<file path="src/design/bounded_queue_with_reverse_search_core_assert.svh">
// Assertion macros for the bounded queue with reverse search.
// Included by the top level; depends on nothing else.
`ifndef BOUNDED_QUEUE_WITH_REVERSE_SEARCH_CORE_ASSERT_SVH
`define BOUNDED_QUEUE_WITH_REVERSE_SEARCH_CORE_ASSERT_SVH

// Same-cycle implication, disabled while in reset
`define BQRS_ASSERT_NOW(lbl, ck, rn, ante, cons) \
    lbl: assert property (@(posedge ck) disable iff (!rn) (ante) |-> (cons)) \
        else $error("bqrs: same-cycle check violated");

// Next-cycle implication, disabled while in reset
`define BQRS_ASSERT_NEXT(lbl, ck, rn, ante, cons) \
    lbl: assert property (@(posedge ck) disable iff (!rn) (ante) |=> (cons)) \
        else $error("bqrs: next-cycle check violated");

`endif

</file>
<file path="src/design/bqrs_pkg.sv">
// Shared types and codes for the bounded queue with reverse search.
// Used by bqrs_ctrl, bqrs_dp and the top level; no dependencies.
package bqrs_pkg;

    // Fixed field widths
    localparam int OP_W     = 3;
    localparam int WORD_W   = 32;
    localparam int ST_W     = 2;
    localparam int OCC_W    = 5;
    localparam int OUT_TD_W = 40;

    // Operation codes
    localparam logic [OP_W-1:0] OP_ENQ   = 3'd0;
    localparam logic [OP_W-1:0] OP_DEQ   = 3'd1;
    localparam logic [OP_W-1:0] OP_SWAP  = 3'd2;
    localparam logic [OP_W-1:0] OP_REV   = 3'd3;
    localparam logic [OP_W-1:0] OP_FIND  = 3'd4;
    localparam logic [OP_W-1:0] OP_CLEAR = 3'd5;

    // Result status codes
    localparam logic [ST_W-1:0] ST_OK    = 2'd0;
    localparam logic [ST_W-1:0] ST_EMPTY = 2'd1;
    localparam logic [ST_W-1:0] ST_FULL  = 2'd2;

    // Logical position that addresses the store
    typedef enum logic [1:0] {
        POS_ZERO,
        POS_LAST,
        POS_WALK,
        POS_COUNT
    } pos_sel_t;

    // Source of the store write data
    typedef enum logic [1:0] {
        WD_INPUT,
        WD_RDATA,
        WD_HOLD
    } wdat_sel_t;

    // Controller to datapath commands
    typedef struct packed {
        logic      load;
        logic      rd_en;
        logic      wr_en;
        pos_sel_t  pos_sel;
        wdat_sel_t wdat_sel;
        logic      hold_en;
        logic      walk_inc;
        logic      srch_rd;
        logic      set_empty;
        logic      set_full;
        logic      enq_commit;
        logic      deq_commit;
        logic      rev_commit;
        logic      clr_commit;
        logic      out_load;
    } cmd_t;

    // Datapath to controller status
    typedef struct packed {
        logic empty;
        logic full;
        logic lt2;
        logic walk_done;
        logic out_free;
    } sts_t;

endpackage

</file>
<file path="src/design/bqrs_ctrl.sv">
// Sequencing state machine of the bounded queue with reverse search.
// Depends on bqrs_pkg; drives bqrs_dp through cmd_t and reads sts_t.
module bqrs_ctrl (
    input  logic                         clk,
    input  logic                         rst_n,
    input  logic                         s_tvalid,
    input  logic [bqrs_pkg::OP_W-1:0]    opcode,
    output logic                         s_tready,
    output bqrs_pkg::cmd_t               cmd,
    input  bqrs_pkg::sts_t               sts
);
    import bqrs_pkg::*;

    typedef enum logic [3:0] {
        S_IDLE,
        S_ENQ,
        S_DEQ,
        S_DEQ_WB,
        S_SWP_RA,
        S_SWP_RB,
        S_SWP_WA,
        S_SWP_WB,
        S_REV,
        S_SRCH,
        S_CLR,
        S_RESP
    } state_t;

    state_t state_reg;
    state_t state_next;

    // State register
    always_ff @(posedge clk or negedge rst_n)
    begin
        if (!rst_n)
        begin
            state_reg <= S_IDLE;
        end
        else
        begin
            state_reg <= state_next;
        end
    end

    // Next state and commands
    always_comb
    begin
        state_next = state_reg;
        cmd        = '0;
        s_tready   = 1'b0;
        case (state_reg)
            S_IDLE:
            begin
                s_tready = 1'b1;
                if (s_tvalid)
                begin
                    cmd.load = 1'b1;
                    case (opcode)
                        OP_ENQ:   state_next = S_ENQ;
                        OP_DEQ:   state_next = S_DEQ;
                        OP_SWAP:  state_next = S_SWP_RA;
                        OP_REV:   state_next = S_REV;
                        OP_FIND:  state_next = S_SRCH;
                        OP_CLEAR: state_next = S_CLR;
                        default:  state_next = S_RESP;
                    endcase
                end
            end
            S_ENQ:
            begin
                if (sts.full)
                begin
                    cmd.set_full = 1'b1;
                end
                else
                begin
                    cmd.wr_en      = 1'b1;
                    cmd.pos_sel    = POS_COUNT;
                    cmd.wdat_sel   = WD_INPUT;
                    cmd.enq_commit = 1'b1;
                end
                state_next = S_RESP;
            end
            S_DEQ:
            begin
                if (sts.empty)
                begin
                    cmd.set_empty = 1'b1;
                    state_next    = S_RESP;
                end
                else
                begin
                    cmd.rd_en   = 1'b1;
                    cmd.pos_sel = POS_ZERO;
                    state_next  = S_DEQ_WB;
                end
            end
            S_DEQ_WB:
            begin
                cmd.deq_commit = 1'b1;
                state_next     = S_RESP;
            end
            S_SWP_RA:
            begin
                if (sts.lt2)
                begin
                    state_next = S_RESP;
                end
                else
                begin
                    cmd.rd_en   = 1'b1;
                    cmd.pos_sel = POS_ZERO;
                    state_next  = S_SWP_RB;
                end
            end
            S_SWP_RB:
            begin
                // first word lands in the hold register while the last is read
                cmd.rd_en   = 1'b1;
                cmd.pos_sel = POS_LAST;
                cmd.hold_en = 1'b1;
                state_next  = S_SWP_WA;
            end
            S_SWP_WA:
            begin
                cmd.wr_en    = 1'b1;
                cmd.pos_sel  = POS_ZERO;
                cmd.wdat_sel = WD_RDATA;
                state_next   = S_SWP_WB;
            end
            S_SWP_WB:
            begin
                cmd.wr_en    = 1'b1;
                cmd.pos_sel  = POS_LAST;
                cmd.wdat_sel = WD_HOLD;
                state_next   = S_RESP;
            end
            S_REV:
            begin
                cmd.pos_sel    = POS_LAST;
                cmd.rev_commit = 1'b1;
                state_next     = S_RESP;
            end
            S_SRCH:
            begin
                // one read per cycle; each compare runs in the cycle after its read
                if (sts.walk_done)
                begin
                    state_next = S_RESP;
                end
                else
                begin
                    cmd.rd_en    = 1'b1;
                    cmd.pos_sel  = POS_WALK;
                    cmd.srch_rd  = 1'b1;
                    cmd.walk_inc = 1'b1;
                end
            end
            S_CLR:
            begin
                cmd.clr_commit = 1'b1;
                state_next     = S_RESP;
            end
            S_RESP:
            begin
                if (sts.out_free)
                begin
                    cmd.out_load = 1'b1;
                    state_next   = S_IDLE;
                end
            end
            default:
            begin
                state_next = S_IDLE;
            end
        endcase
    end

endmodule

</file>
<file path="src/design/bqrs_dp.sv">
// Datapath of the bounded queue with reverse search: ring store, pointers,
// search comparator and output register. Depends on bqrs_pkg.
module bqrs_dp #(
    parameter int DEPTH      = 16,
    parameter int DATA_WIDTH = 32
) (
    input  logic                             clk,
    input  logic                             rst_n,
    input  bqrs_pkg::cmd_t                   cmd,
    output bqrs_pkg::sts_t                   sts,
    input  logic [bqrs_pkg::WORD_W-1:0]      value_in,
    input  logic                             m_tready,
    output logic                             m_tvalid,
    output logic [bqrs_pkg::OUT_TD_W-1:0]    m_tdata,
    output logic [bqrs_pkg::ST_W-1:0]        m_tuser
);
    import bqrs_pkg::*;

    localparam int AW = $clog2(DEPTH);
    localparam int CW = $clog2(DEPTH + 1);
    localparam int XW = (DATA_WIDTH > WORD_W) ? DATA_WIDTH : WORD_W;
    localparam int OW = (CW > OCC_W) ? CW : OCC_W;
    localparam int PAD_W = OUT_TD_W - WORD_W - 1 - OCC_W;
    localparam logic [AW:0]   DEPTH_S = (AW + 1)'(DEPTH);
    localparam logic [CW-1:0] DEPTH_C = CW'(DEPTH);

    // Ring store, no reset
    logic [DATA_WIDTH-1:0] mem [DEPTH];

    logic [AW-1:0]         head_reg;
    logic [CW-1:0]         count_reg;
    logic                  rev_reg;
    logic [CW-1:0]         walk_reg;
    logic                  cmp_pend_reg;
    logic                  found_reg;
    logic [ST_W-1:0]       status_reg;
    logic                  out_valid_reg;
    logic [DATA_WIDTH-1:0] val_reg;
    logic [DATA_WIDTH-1:0] hold_reg;
    logic [DATA_WIDTH-1:0] rdata_reg;
    logic [WORD_W-1:0]     res_value_reg;
    logic [OUT_TD_W-1:0]   out_data_reg;
    logic [ST_W-1:0]       out_user_reg;

    logic [CW-1:0]         pos;
    logic [AW-1:0]         addr;
    logic [AW-1:0]         head_adv;
    logic [DATA_WIDTH-1:0] wdata;
    logic                  hit;
    logic [XW-1:0]         rd_wide;
    logic [OW-1:0]         cnt_wide;

    // Physical slot of a logical position, one compare and subtract
    function automatic logic [AW-1:0] slot_of(input logic [AW-1:0] head,
                                              input logic          rev,
                                              input logic [AW-1:0] p);
        logic [AW:0] s;
        if (rev)
            s = {1'b0, head} + DEPTH_S - {1'b0, p};
        else
            s = {1'b0, head} + {1'b0, p};
        if (s >= DEPTH_S)
            s = s - DEPTH_S;
        return s[AW-1:0];
    endfunction

    // Position select and address generation
    always_comb
    begin
        case (cmd.pos_sel)
            POS_ZERO:  pos = '0;
            POS_LAST:  pos = count_reg - CW'(1);
            POS_WALK:  pos = walk_reg;
            POS_COUNT: pos = count_reg;
            default:   pos = '0;
        endcase
    end

    assign addr     = slot_of(head_reg, rev_reg, pos[AW-1:0]);
    assign head_adv = slot_of(head_reg, rev_reg, AW'(1));

    // Write data select
    always_comb
    begin
        case (cmd.wdat_sel)
            WD_INPUT: wdata = val_reg;
            WD_RDATA: wdata = rdata_reg;
            WD_HOLD:  wdata = hold_reg;
            default:  wdata = val_reg;
        endcase
    end

    // Search compare and output word shaping
    assign hit      = cmp_pend_reg && (rdata_reg == val_reg);
    assign rd_wide  = XW'($signed(rdata_reg));
    assign cnt_wide = OW'(count_reg);

    // Store access: one port, read data registered
    always_ff @(posedge clk)
    begin
        if (cmd.wr_en)
        begin
            mem[addr] <= wdata;
        end
        if (cmd.rd_en)
        begin
            rdata_reg <= mem[addr];
        end
    end

    // Queue state and control registers
    always_ff @(posedge clk or negedge rst_n)
    begin
        if (!rst_n)
        begin
            head_reg      <= '0;
            count_reg     <= '0;
            rev_reg       <= 1'b0;
            walk_reg      <= '0;
            cmp_pend_reg  <= 1'b0;
            found_reg     <= 1'b0;
            status_reg    <= ST_OK;
            out_valid_reg <= 1'b0;
        end
        else
        begin
            cmp_pend_reg <= cmd.srch_rd;
            if (cmd.load)
            begin
                walk_reg   <= '0;
                found_reg  <= 1'b0;
                status_reg <= ST_OK;
            end
            else
            begin
                if (cmd.walk_inc)
                    walk_reg <= walk_reg + CW'(1);
                if (hit)
                    found_reg <= 1'b1;
                if (cmd.set_empty)
                    status_reg <= ST_EMPTY;
                if (cmd.set_full)
                    status_reg <= ST_FULL;
            end
            if (cmd.enq_commit)
                count_reg <= count_reg + CW'(1);
            if (cmd.deq_commit)
            begin
                head_reg  <= head_adv;
                count_reg <= count_reg - CW'(1);
            end
            // reverse: head moves to the former last entry
            if (cmd.rev_commit)
            begin
                if (count_reg != '0)
                    head_reg <= addr;
                rev_reg <= ~rev_reg;
            end
            if (cmd.clr_commit)
            begin
                count_reg <= '0;
                head_reg  <= '0;
                rev_reg   <= 1'b0;
            end
            if (cmd.out_load)
                out_valid_reg <= 1'b1;
            else if (m_tready)
                out_valid_reg <= 1'b0;
        end
    end

    // Payload registers
    always_ff @(posedge clk)
    begin
        if (cmd.load)
            val_reg <= DATA_WIDTH'(value_in);
        if (cmd.hold_en)
            hold_reg <= rdata_reg;
        if (cmd.load)
            res_value_reg <= '0;
        else if (cmd.deq_commit)
            res_value_reg <= rd_wide[WORD_W-1:0];
        if (cmd.out_load)
        begin
            out_data_reg <= {{PAD_W{1'b0}}, cnt_wide[OCC_W-1:0], found_reg, res_value_reg};
            out_user_reg <= status_reg;
        end
    end

    // Status to controller
    assign sts.empty     = (count_reg == '0);
    assign sts.full      = (count_reg == DEPTH_C);
    assign sts.lt2       = (count_reg < CW'(2));
    assign sts.walk_done = (walk_reg == count_reg);
    assign sts.out_free  = !out_valid_reg || m_tready;

    assign m_tvalid = out_valid_reg;
    assign m_tdata  = out_data_reg;
    assign m_tuser  = out_user_reg;

endmodule

</file>
<file path="src/design/bounded_queue_with_reverse_search_core.sv">
// Bounded queue with reverse search: usage notes.
// Input channel s_*: one word per operation, opcode in s_tuser, operand in
// s_tdata. Output channel m_*: one result word per operation.
// Operations: enqueue, dequeue, swap first/last, reverse, contains, clear.
// Each operation runs through its own controller states, then the result
// stage: unused opcodes go straight there; enqueue, reverse, clear, refused
// operations and swap with fewer than two entries take an execute state;
// dequeue takes a read and a write-back; swap takes reads of the first and
// last entries, then writes of both; contains takes one read per entry and a
// final compare, as the search reads one entry per cycle through the single
// store port. One operation is in flight at a time and the next word is
// accepted in the cycle its result first shows. The result sits in an output
// register: the next operation is accepted while it waits, and a stalled
// receiver holds back only the next result. Reset empties the queue, sets
// forward order and drops any pending result; store contents are not cleared
// and need no clearing pass. Depends on bqrs_pkg, bqrs_ctrl, bqrs_dp and the assertion header.
`include "bounded_queue_with_reverse_search_core_assert.svh"

module bounded_queue_with_reverse_search_core #(
    parameter int DEPTH      = 16,
    parameter int DATA_WIDTH = 32
) (
    input  logic                             clk,
    input  logic                             rst_n,
    input  logic                             s_tvalid,
    output logic                             s_tready,
    input  logic [bqrs_pkg::WORD_W-1:0]      s_tdata,  // [31:0] value_in
    input  logic [bqrs_pkg::OP_W-1:0]        s_tuser,  // [2:0] opcode
    output logic                             m_tvalid,
    input  logic                             m_tready,
    // [31:0] value_out, [32] found, [37:33] occupancy, [39:38] zero
    output logic [bqrs_pkg::OUT_TD_W-1:0]    m_tdata,
    output logic [bqrs_pkg::ST_W-1:0]        m_tuser   // [1:0] status
);
    import bqrs_pkg::*;

    cmd_t cmd;
    sts_t sts;

    // Sequencer
    bqrs_ctrl u_ctrl (
        .clk      (clk),
        .rst_n    (rst_n),
        .s_tvalid (s_tvalid),
        .opcode   (s_tuser),
        .s_tready (s_tready),
        .cmd      (cmd),
        .sts      (sts)
    );

    // Store, pointers and output register
    bqrs_dp #(
        .DEPTH      (DEPTH),
        .DATA_WIDTH (DATA_WIDTH)
    ) u_dp (
        .clk      (clk),
        .rst_n    (rst_n),
        .cmd      (cmd),
        .sts      (sts),
        .value_in (s_tdata),
        .m_tready (m_tready),
        .m_tvalid (m_tvalid),
        .m_tdata  (m_tdata),
        .m_tuser  (m_tuser)
    );

    // Checks
    `BQRS_ASSERT_NEXT(a_one_in_flight, clk, rst_n, s_tvalid && s_tready, !s_tready)
    `BQRS_ASSERT_NOW(a_load_when_free, clk, rst_n, cmd.out_load, sts.out_free)
    `BQRS_ASSERT_NOW(a_port_exclusive, clk, rst_n, cmd.rd_en, !cmd.wr_en)

endmodule

</file>
<file path="config.mk">
export PLATFORM = sky130hd
export DESIGN_NAME = bounded_queue_with_reverse_search_core
export DESIGN_NICKNAME = d
export VERILOG_FILES = /design/src/design/bqrs_pkg.sv /design/src/design/bqrs_ctrl.sv /design/src/design/bqrs_dp.sv /design/src/design/bounded_queue_with_reverse_search_core.sv
export VERILOG_INCLUDE_DIRS = /design/src /design/src/design
export SDC_FILE = /design/constraint.sdc
export NUM_CORES = 1
export LEC_CHECK = 0
export ABC_CLOCK_PERIOD_IN_PS = 12400
export BUFFER_PORTS_ARGS = -buffer_cell sky130_fd_sc_hd__clkbuf_2
export CAP_MARGIN = 10
export CORE_MARGIN = 2
export CORE_UTILIZATION = 45
export DETAILED_ROUTE_END_ITERATION = 7
export GPL_TIMING_DRIVEN = 1
export PLACE_DENSITY = 0.6
export SYNTH_ARGS = -nofsm -noshare
export SYNTH_HDL_FRONTEND = slang
export SYNTH_SLANG_ARGS = --single-unit
</file>
<file path="constraint.sdc">
create_clock -name clk -period 12.4 [get_ports clk]
set_input_delay 2.48 -clock clk [delete_from_list [all_inputs] [get_ports clk]]
set_output_delay 2.48 -clock clk [all_outputs]
set_load 0.01 [all_outputs]
</file>
Word-level counts from Yosys, hierarchy flattened. Memory sizes are Yosys's and may differ from the RTL's. A register that Yosys moved wholly into a read port is not among the register bits. Index checks and enable logic that the tools add are counted. Widths: inputs -> output; s select.

Add/sub/neg operators: 10. Multipliers: 0. Divide/modulo/power cells: 0. $lt $le $gt $ge: 3. Equal/unequal tests: 27. Shift operators: 0. Muxes and demuxes: 58. Bitwise gates (word level): 1. Reductions and logical operators: 18.

Operators by type and width (count): $pmux 32 s2 (1); $mux 4 (11); $mux 5 (8); $eq 32x32->1 (1); $pmux 4 s8 (1); $mux 1 (24); $pmux 4 s6 (1); $eq 4x3->1 const B (4); $eq 4x4->1 const B (4); $pmux 4 s4 (1); $mux 2 (7); $pmux 2 s3 (2); $add 5x1->5 const B (2); $ge 5x5->1 const B (2); $sub 5x1->5 const B (2); $eq 4x2->1 const B (2); $reduce_bool 2->1 (4); $sub 4x1->4 const B (2); $eq 2x2->1 const B (3); $eq 3x2->1 const B (2); $eq 3x3->1 const B (2); $ne 2x2->1 const B (3); $reduce_bool 3->1 (2); $add 4x1->5 const B (1); 24 further kinds (25).

Register bits: 160. Bits in latches: 0. Memory bits (writable): 512. Memory bits (read-only): 0. Output and inout port bits: 44. Logic and storage cells: 132. Memories: 1.

Memory list: u_dp.mem (words 16, bits a word 32, read ports 1, clocked after memory_dff 1, write ports 1, line bqrs_dp.sv:28) `logic [DATA_WIDTH-1:0] mem [DEPTH];`.

Longest topological paths before layout. Gate-level depths: netlist (run 1).

Word-level depth: 12. Gate-level depth with buffers: 20. Depth with buffers taken out: 16.

Hierarchy. Synthesis (run 1) repeated with hierarchy kept, for this count alone.

Cells, all modules: 1432. Area total of the unflattened synthesis: 27677.8 sq um.

By module, submodules not included: bqrs_dp (times used 1, cells an instance 1356, area each 27148.5 sq um, seq. area each 20599.8 sq um); bqrs_ctrl (times used 1, cells an instance 76, area each 529.3 sq um, seq. area each 100.1 sq um).

Least setup slack after synthesis (run 1). Ideal clock, no wire load.

Path type: register to register. Start point: register u_ctrl.state_reg[2]. End point: memory u_dp.mem[1][0] (enable). Arrival time: 5.589 ns. Required time: 11.939 ns. Setup slack: 6.350 ns. Cell stages (with the launch flop): 16. Path buffers: 6. Period minus slack after synthesis: 6.050 ns. Path through: dfrtp_1 -> clkbuf_1 -> nand2b_1 -> a311oi_1 -> clkbuf_1 -> a221o_1 -> ha_1 -> inv_1 -> fa_1 -> xnor2_1 -> a21oi_1 -> buf_2 -> buf_2 -> clkbuf_1 -> clkbuf_1 -> nor3_1.

Longest elaborated chain between the ends: 9. Elaborated cells between the ends (all ways): 23. Those cells by class: add/sub: 3; order compare: 1; eq/ne: 9; mux: 7; reduce/logical: 3.

RTL lines: start: declaration (line bqrs_ctrl.sv:29) `state_t state_reg;`; start signal: assignment (line bqrs_ctrl.sv:41) `state_reg <= state_next;`; $eq 4x3->1 / $eq 4x4->1 (equally long branches) (line bqrs_ctrl.sv:51) `case (state_reg)`; $reduce_or 3->1 (no line); $pmux 2 s3 (line bqrs_ctrl.sv:51); $eq 2x2->1 (tied with other cells) (line bqrs_dp.sv:70) `case (cmd.pos_sel)`; $pmux 4 s4 (line bqrs_dp.sv:70); $sub 5x4->5 / $add 4x4->5 (equally long branches) (line bqrs_dp.sv:59, bqrs_dp.sv:61); $mux 5 (line bqrs_dp.sv:58) `if (rev)`; $sub 4x1->4 / $ge 5x5->1 (equally long branches) (line bqrs_dp.sv:63, bqrs_dp.sv:62); $mux 4 (line bqrs_dp.sv:62) `if (s >= DEPTH_S)`; end: declaration (line bqrs_dp.sv:28).

Several ways; a longest one is shown, not always the timed one.

Worst setup path in the final report (run 1).
Start point: register u_dp.count_reg[0], in the netlist u_dp.cnt_wide[0]. End point: memory u_dp.mem[0][7] (enable).

Longest elaborated chain between the ends: 9. Elaborated cells between the ends (all ways): 20. Those cells by class: add/sub: 4; order compare: 1; eq/ne: 5; mux: 9; reduce/logical: 1.

RTL lines: start: declaration (line bqrs_dp.sv:31) `logic [CW-1:0] count_reg;`; start signal: assignment (line bqrs_dp.sv:146) `count_reg <= count_reg + CW'(1);`; start signal: assignment (line bqrs_dp.sv:150) `count_reg <= count_reg - CW'(1);`; $eq 5x5->1 (on tied branches) (line bqrs_dp.sv:192, bqrs_dp.sv:194); $mux 5 / $mux 2 (equally long branches) (line bqrs_ctrl.sv:71, bqrs_ctrl.sv:147); $pmux 2 s3 (line bqrs_ctrl.sv:51); $eq 2x2->1 (tied with other cells) (line bqrs_dp.sv:70); $pmux 4 s4 (line bqrs_dp.sv:70); $sub 5x4->5 / $add 4x4->5 (equally long branches) (line bqrs_dp.sv:59, bqrs_dp.sv:61); $mux 5 (line bqrs_dp.sv:58); $sub 4x1->4 / $ge 5x5->1 (equally long branches) (line bqrs_dp.sv:63, bqrs_dp.sv:62); $mux 4 (line bqrs_dp.sv:62).

Several ways; a longest one is shown, not always the timed one.

==> metrics.cfg, run 1 <==
[clock_network]
cts_setup_buffers = 0
clk_latency_ns = 0.61
tritoncts = built
clkSinkCount = 704
cts_hold_buf = 0
cts_made_buffers = 73
clkTransAtPathRegs_ns = 0.06
htree_levels = 3
clockBufferDepth = 3
cts_resized = 0
root_buffer = clkbuf_16

[route]
drc_errors = 0
finalWirelength_um = 70100
via_per_inst = 5.60
first_iter_violations = 1582
wire_per_inst_um = 22.5
vias = 17458
first_pass_iters = 6
detail-route-antenna-nets = 0

[cells_and_area]
nNetsFinal = 2274
largest_reg_flops = 512
multi_input_area_um2 = 7310
regArea_um2 = 20700
regMostFlops = u_dp.mem
drive_above_1_share = 0.138
fillers = 5235
area_growth_pct = 13.6
fin_area_um2 = 32300
antenna_cells = 0

[critical_path]
cpMostUsedCell = ha_1
cp_data_required_time_ns = 12.63
r2r-start = u_dp.cnt_wide[0]
cp_slowest_stage_delay_ns = 0.68
rr_endpoint = u_dp.mem[0][7]
crit_buf_inv = 2
cp_top_family = simple AND/OR/NAND/NOR gates
path_cells = inv_1, ha_1, nand2_1, o31ai_2, o21ai_0, a211oi_1, ha_1, o21ai_1, a21oi_1, or3_1, and2_1, xnor2_1, nand3_1, nor3_2, buf_4
slowest_stage = nor3_2
setup.worst_path.start_class = flop
arrival_ns = 5.93
critPathKind = flop to flop
r2r_slack_ns = 6.70
cp-end-kind = flop
reg2reg_depth = 15
path_max_fanout = 24
cp.depth = 15

[global_route]
grt_pass1_wl_um = 105000
grt_use_met3 = 0.0300
grt_usage = 0.212
grt_pass1_vias = 16567
grt_overflow = 0
grtUsageMet1 = 0.298
grt_max_degree = 172
met2_usage = 0.340
grt_busiest_layer = met2
antenna_found_initial = 0

[synth]
ys_ff_latch = 704
syn-cell-area_um2 = 28400
async_flop_share = 0.0341
synth_ff_type = edfxtp_1
synth_edf_count = 648
yosysSeqAreaShare = 0.728
yosysWarnings = 0
synthDistinctLibCells = 64
synth_area_per_cell_um2 = 13.3
syn-instance-count = 2145

[floorplan]
dieArea_um2 = 65200
start_util = 0.453
rows = 92
fp.dieH_um = 255
die-width_um = 255
core_um2 = 62700
io_pins = 83

[flow_run]
maxCapViolations = 0

[sta]
max_slew_margin = 0.197
hold_violations = 0
rsz0062_at_grt = false
slew_viol_final = 0
finalCritPeriodShare = 0.459
min_period_ns = 5.70
fin_setup_tns_ns = 0
fmax_mhz = 176
fin_worst_skew_ns = 0.0260
whs_ns = 0.428
setup_viol = 0
worst_pin_slew_ns = 1.20

[min_path]
holdPathEnd = u_dp.m_tdata[22]
min_path_cells = 0
hp-class = flop to flop
min_from = u_dp.res_value_reg[22]

[status]
status = complete, no violations

[placement]
dpl-instance-area_um2 = 29800
dpl.hpwl_um = 39200
gp_congestion = 0.820
numPortBuffers = 80

==> per-stage QoR <==
stage                     setup WS, ns  utilization  std cells
after floorplan                   6.35            -       2146
after global placement            6.80        0.475       2970
after detailed placement          6.76        0.476       2974
after CTS                         6.69        0.513       3105
after global routing              6.32        0.515       3119
final                             6.70        0.515       3119
==> cell type report <==
type                    count  area share
repair buffers            135      0.0260
multi-input cells        1286       0.226
clock buffers              97      0.0635
well taps                 846      0.0328
clock inverters            34     0.00852
inverters                  17     0.00198
flip-flops and latches    704       0.641
==> worst max-delay path by stage <==
stage / start / to / slack (ns)
final: u_dp.cnt_wide[0] / u_dp.mem[0][7] / 6.70
after global routing: u_ctrl.state_reg[3] / u_dp.rd_wide[28] / 6.32
after CTS: u_ctrl.state_reg[2] / u_dp.mem[13][11] / 6.69
after detailed placement: u_ctrl.state_reg[2] / u_dp.mem[13][6] / 6.76
after global placement: u_ctrl.state_reg[1] / u_dp.mem[11][7] / 6.80
after floorplan: u_ctrl.state_reg[2] / u_dp.mem[1][0] / 6.35
==> synth_stat cells, types with 5 or more instances <==
cell,instances,share of area
a211oi_1,68,0.018
a21oi_1,80,0.014
a221oi_2,29,0.015
a22oi_1,33,0.0087
a31oi_1,67,0.015
and2_1,67,0.015
buf_1,10,0.0013
buf_2,24,0.0042
clkbuf_1,99,0.013
dfrtp_1,24,0.021
dfxtp_1,32,0.023
edfxtp_1,648,0.68
ha_1,16,0.0070
inv_1,17,0.0022
mux2i_1,5,0.0018
nand2_1,530,0.070
nand2b_1,6,0.0013
nand3_1,78,0.014
nor2_1,73,0.0096
nor3_1,14,0.0025
nor4_1,8,0.0018
o21ai_0,74,0.013
o22ai_1,36,0.0079
xnor2_1,23,0.0071
xor2_1,24,0.0074
==> placed cells by master (no fill, tap or decap), types with 8 or more instances in the layout <==
| master | instances |
|---|---|
| edfxtp_1 | 648 |
| nand2_1 | 530 |
| clkbuf_2 | 80 |
| nand3_1 | 78 |
| clkbuf_16 | 77 |
| a21oi_1 | 76 |
| o21ai_0 | 74 |
| a211oi_1 | 68 |
| a31oi_1 | 67 |
| and2_1 | 66 |
| nor2_1 | 64 |
| buf_4 | 50 |
| o22ai_1 | 36 |
| a22oi_1 | 33 |
| dfxtp_1 | 32 |
| a221oi_2 | 29 |
| xor2_1 | 24 |
| dfrtp_1 | 24 |
| xnor2_1 | 23 |
| inv_1 | 17 |
| ha_1 | 15 |
| clkbuf_1 | 15 |
| clkinv_1 | 13 |
| clkinv_2 | 13 |
| nor2_4 | 9 |
| nor3_2 | 9 |
| nor4_1 | 8 |
==> layer usage <==
layer  routed length, um  vias to the layer above
li1                    -                     8042
met1               30500                     8710
met5                   0                        -
met2               33200                      611
met4                1890                        0
met3                4580                       95
==> logic make-up after synthesis <==
logic type	count (synthesis)	synth area share
simple gates	795	0.120
flops	704	0.728
compound gates	412	0.101
buf+inv	156	0.0230
xor+xnor	47	0.0145
fa+ha+maj	18	0.00845
mux	12	0.00550
other cells	1	0.000132
Power of run 1 is left out: the tool's default activity adds up to more than one toggle a clock period on the data nets, which glitch-free logic cannot reach.
==> run 2: changes to the inputs <==
ABC_CLOCK_PERIOD_IN_PS = 6000   (was 12400)
clock period = 6 ns   (was 12.4 ns; I/O delays follow)
==> metrics.cfg, run 2 (synthesized netlist as in run 1, its figures left out) <==
[sta]
worst_pin_slew_ns = 1.21  ; was 1.20 ns
rsz0062_at_grt = false  ; unchanged
min_period_ns = 5.26  ; was 5.70 ns
fin_worst_skew_ns = 0.0214  ; was 0.0260 ns
slew_viol_final = 0  ; unchanged
max_slew_margin = 0.194  ; was 0.197
hold_violations = 0  ; unchanged
fmax_mhz = 190  ; was 176 MHz
setup_viol = 0  ; unchanged
whs_ns = 0.430  ; was 0.428 ns
finalCritPeriodShare = 0.876  ; was 0.459

[route]
vias = 17214  ; was 17458
wire_per_inst_um = 21.6  ; was 22.5 um
detail-route-antenna-nets = 0  ; unchanged
first_pass_iters = 5  ; was 6
first_iter_violations = 1685  ; was 1582
finalWirelength_um = 67600  ; was 70100 um
via_per_inst = 5.50  ; was 5.60
drc_errors = 0  ; unchanged

[cells_and_area]
mostFrequentLayoutCell = edfxtp_1  ; unchanged
regMostFlops = u_dp.mem  ; unchanged
drive_above_1_share = 0.143  ; was 0.138
utilization = 0.519  ; was 0.515
mostFrequentLayoutCells = edfxtp_1 (648), nand2_1 (530), clkbuf_2 (80), nand3_1 (78), clkbuf_16 (78)  ; was edfxtp_1 (648), nand2_1 (530), clkbuf_2 (80), nand3_1 (78), clkbuf_16 (77)
area_growth_pct = 14.4  ; was 13.6%
antenna_cells = 0  ; unchanged
nNetsFinal = 2281  ; was 2274
largest_reg_flops = 512  ; unchanged
fin_area_um2 = 32500  ; was 32300 um2

[critical_path]
cp-startpoint = u_dp.cnt_wide[0]  ; unchanged
critPathKind = flop to flop  ; unchanged
setup.worst_path.start_class = flop  ; unchanged
path_max_fanout = 17  ; was 24
r2r-start = u_dp.cnt_wide[0]  ; unchanged
cp-end-kind = flop  ; unchanged
cp_data_required_time_ns = 6.32  ; was 12.63 ns
arrival_ns = 5.58  ; was 5.93 ns

[global_route]
antenna_found_initial = 1  ; was 0
grt_pass1_wl_um = 103000  ; was 105000 um
grt_max_degree = 140  ; was 172
grt_usage = 0.207  ; was 0.212
grt_overflow = 0  ; unchanged
grt_pass1_vias = 16892  ; was 16567

[clock_network]
root_buffer = clkbuf_16  ; unchanged
clk_latency_ns = 0.63  ; was 0.61 ns
htree_levels = 3  ; unchanged
cts_made_buffers = 73  ; unchanged
cts_setup_buffers = 0  ; unchanged
clockBufferDepth = 3  ; unchanged
clkTransAtPathRegs_ns = 0.06  ; about the same
clkSinkCount = 704  ; unchanged
cts_hold_buf = 0  ; unchanged
cts_resized = 0  ; unchanged
tritoncts = built  ; unchanged

[floorplan]
io_pins = 83  ; unchanged
core_um2 = 62700  ; unchanged
fp.dieH_um = 255  ; unchanged
rows = 92  ; unchanged
dieArea_um2 = 65200  ; unchanged
start_util = 0.453  ; unchanged
die-width_um = 255  ; unchanged

[placement]
gp_congestion = 0.843  ; was 0.820
dpl.hpwl_um = 41300  ; was 39200 um
dpl-instance-area_um2 = 30100  ; was 29800 um2
numPortBuffers = 80  ; unchanged

[status]
status = complete, no violations  ; unchanged

[flow_run]
maxCapViolations = 0  ; unchanged

[min_path]
min_from = u_dp.res_value_reg[25]  ; was u_dp.res_value_reg[22]
hp-class = flop to flop  ; unchanged

run 2: worst paths after layout:
| kind | endpoint | slack [ns] | cells past startpoint |
|---|---|---|---|
| hold / removal | u_dp.m_tdata[25] | 0.43 | 0 |
| setup reg to reg | u_dp.mem[13][29] | 0.74 | 15 |
| setup / recovery | u_dp.mem[13][29] | 0.74 | 15 |
| hold reg to reg | u_dp.m_tdata[25] | 0.43 | 0 |
| max in group asynchronous | u_dp.status_reg[0] | 4.95 | 1 |
| min in group asynchronous | u_ctrl.state_reg[0] | 0.61 | 1 |
run 2: final cells by class:
class | count | area (um2)
Tap cell | 846 | 1060
Sequential cell | 704 | 20700
Clock inverter | 39 | 380
Fill cell | 5237 | 30200
Timing Repair Buffer | 142 | 966
Multi-Input combinational cell | 1286 | 7330
Clock buffer | 93 | 2030
Inverter | 17 | 63.8
run 2: worst max-delay path: stages, from the launching register on:
cell,delay [ns]
dfrtp_1,0.49
inv_1,0.18
ha_1,0.21
nand2_1,0.10
o31ai_2,0.48
o21ai_0,0.22
a211oi_1,0.61
ha_1,0.38
o21ai_1,0.13
a21oi_1,0.08
o21ai_0,0.38
nand2_1,0.18
xnor2_1,0.34
nand2_1,0.30
nor2_4,0.62
buf_12,0.24
run 2: metal layers:
layer  vias to the layer above  global-route usage  share of wire
li1                       8044                   -              -
met1                      8540               0.302           0.45
met2                       532               0.323           0.46
met3                        98              0.0255          0.059
met4                         0              0.0688          0.023
met5                         -                   0              0
run 2: stage by stage:
| step | instances | setup WS, ns | setup TNS [ns] |
|---|---|---|---|
| floorplan | 2146 | -0.0496 | -12.70 |
| global placement | 2991 | 1.01 | 0 |
| detailed placement | 2991 | 0.876 | 0 |
| CTS | 3123 | 0.824 | 0 |
| global route | 3127 | 0.400 | 0 |
| finish | 3127 | 0.741 | 0 |
Power of run 2 is left out for the same reason.
==> run 3: changes to the inputs <==
PLACE_DENSITY = 0.65   (was 0.6)
==> metrics.cfg, run 3 (synthesized netlist as in run 1, its figures left out) <==
[status]
status = complete, no violations  ; unchanged

[route]
finalWirelength_um = 69200  ; was 67600 um
first_iter_violations = 1838  ; was 1685
vias = 17660  ; was 17214
drc_errors = 0  ; unchanged
first_pass_iters = 6  ; was 5
detail-route-antenna-nets = 0  ; unchanged
wire_per_inst_um = 22.1  ; was 21.6 um
via_per_inst = 5.63  ; was 5.50

[cells_and_area]
drive_above_1_share = 0.150  ; was 0.143
regMostFlops = u_dp.mem  ; unchanged
antenna_cells = 0  ; unchanged
nNetsFinal = 2290  ; was 2281
area_growth_pct = 15.3  ; was 14.4%
largest_reg_flops = 512  ; unchanged
mostFrequentLayoutCells = edfxtp_1 (648), nand2_1 (530), clkbuf_2 (80), nand3_1 (78), clkbuf_16 (77)  ; was edfxtp_1 (648), nand2_1 (530), clkbuf_2 (80), nand3_1 (78), clkbuf_16 (78)
mostFrequentLayoutCell = edfxtp_1  ; unchanged
fillers = 5102  ; was 5237
utilization = 0.522  ; was 0.519
final_cells = 3137  ; was 3127

[clock_network]
root_buffer = clkbuf_16  ; unchanged
cts_made_buffers = 73  ; unchanged
clk_latency_ns = 0.62  ; was 0.63 ns
clkSinkCount = 704  ; unchanged
htree_levels = 3  ; unchanged
clockBufferDepth = 3  ; unchanged
tritoncts = built  ; unchanged
cts_resized = 0  ; unchanged
clkTransAtPathRegs_ns = 0.05  ; was 0.06 ns
cts_hold_buf = 0  ; unchanged
cts_setup_buffers = 0  ; unchanged

[floorplan]
die-width_um = 255  ; unchanged
start_util = 0.453  ; unchanged
rows = 92  ; unchanged
fp.dieH_um = 255  ; unchanged
io_pins = 83  ; unchanged
core_um2 = 62700  ; unchanged
dieArea_um2 = 65200  ; unchanged

[sta]
max_slew_margin = 0.221  ; was 0.194
rsz0062_at_grt = false  ; unchanged
min_period_ns = 5.24  ; was 5.26 ns
worst_pin_slew_ns = 1.17  ; was 1.21 ns
setup_viol = 0  ; unchanged
fin_worst_skew_ns = 0.0271  ; was 0.0214 ns
fin_setup_tns_ns = 0  ; unchanged
fmax_mhz = 191  ; was 190 MHz
hold_violations = 0  ; unchanged
slew_viol_final = 0  ; unchanged
finalCritPeriodShare = 0.873  ; was 0.876

[critical_path]
cp_slowest_stage_delay_ns = 0.52  ; was 0.62 ns
cp-end-kind = flop  ; unchanged
cp_data_required_time_ns = 6.28  ; was 6.32 ns
critPathKind = flop to flop  ; unchanged
cp_top_family = compound AO/OA/AOI/OAI gates  ; unchanged
path_cells = inv_1, ha_1, nand2_1, o31ai_2, o21ai_0, a211oi_1, ha_1, o21ai_1, a21oi_1, o21ai_0, nand2_1, xnor2_1, nand2_1, nor3_2, buf_12  ; was inv_1, ha_1, nand2_1, o31ai_2, o21ai_0, a211oi_1, ha_1, o21ai_1, a21oi_1, o21ai_0, nand2_1, xnor2_1, nand2_1, nor2_4, buf_12
slowest_stage = a211oi_1  ; was nor2_4
cpMostUsedCell = nand2_1  ; unchanged
arrival_ns = 5.52  ; was 5.58 ns
crit_buf_inv = 2  ; unchanged
setup.worst_path.start_class = flop  ; unchanged
path_max_fanout = 27  ; was 17

[placement]
gp_congestion = 0.852  ; was 0.843
numPortBuffers = 80  ; unchanged
dpl.hpwl_um = 41500  ; was 41300 um
dp.cells = 3003  ; was 2991

[global_route]
grt_usage = 0.211  ; was 0.207
grt_pass1_vias = 17064  ; was 16892
grt_pass1_wl_um = 105000  ; was 103000 um
grt_max_degree = 108  ; was 140
antenna_found_initial = 1  ; unchanged
grt_overflow = 0  ; unchanged

[flow_run]
maxCapViolations = 0  ; unchanged

[min_path]
hp-class = flop to flop  ; unchanged

[run 3: area by class of cell]
cell class | instances | area [um2] | share of cell area
Timing Repair Buffer | 151 | 1050 | 0.0319
Multi-Input combinational cell | 1286 | 7350 | 0.224
Tap cell | 846 | 1060 | 0.0323
Clock inverter | 44 | 589 | 0.0180
Clock buffer | 89 | 1970 | 0.0602
Inverter | 17 | 63.8 | 0.00195
Sequential cell | 704 | 20700 | 0.632
[run 3: path summary, 6_finish.rpt]
check / endpoint / slack, ns / cells past startpoint / start
max: u_dp.mem[11][0] / 0.76 / 15 / u_dp.cnt_wide[0]
min: u_dp.m_tdata[18] / 0.43 / 0 / u_dp.res_value_reg[18]
max reg2reg: u_dp.mem[11][0] / 0.76 / 15 / u_dp.cnt_wide[0]
min reg2reg: u_dp.m_tdata[18] / 0.43 / 0 / u_dp.res_value_reg[18]
max in group asynchronous: u_dp.cnt_wide[4] / 4.96 / 1 / rst_n
min in group asynchronous: u_ctrl.state_reg[0] / 0.62 / 1 / rst_n
[run 3: metrics by stage]
stage                     worst slack, ns  hold WS, ns  instance area [um2]
after floorplan                   -0.0496        0.408                28400
after global placement               1.07        0.413                30200
after detailed placement            0.910        0.416                30200
after CTS                           0.866        0.429                32800
after global routing                0.338        0.440                32800
final                               0.760        0.428                32800
[run 3: metal layers]
layer / GRT usage / wire length [um] / share of wire
met1: 0.299 / 29700 / 0.43
met2: 0.335 / 32300 / 0.47
met3: 0.0344 / 5610 / 0.081
met4: 0.0660 / 1660 / 0.024
met5: 0 / 0 / 0
Power of run 3 is left out for the same reason.
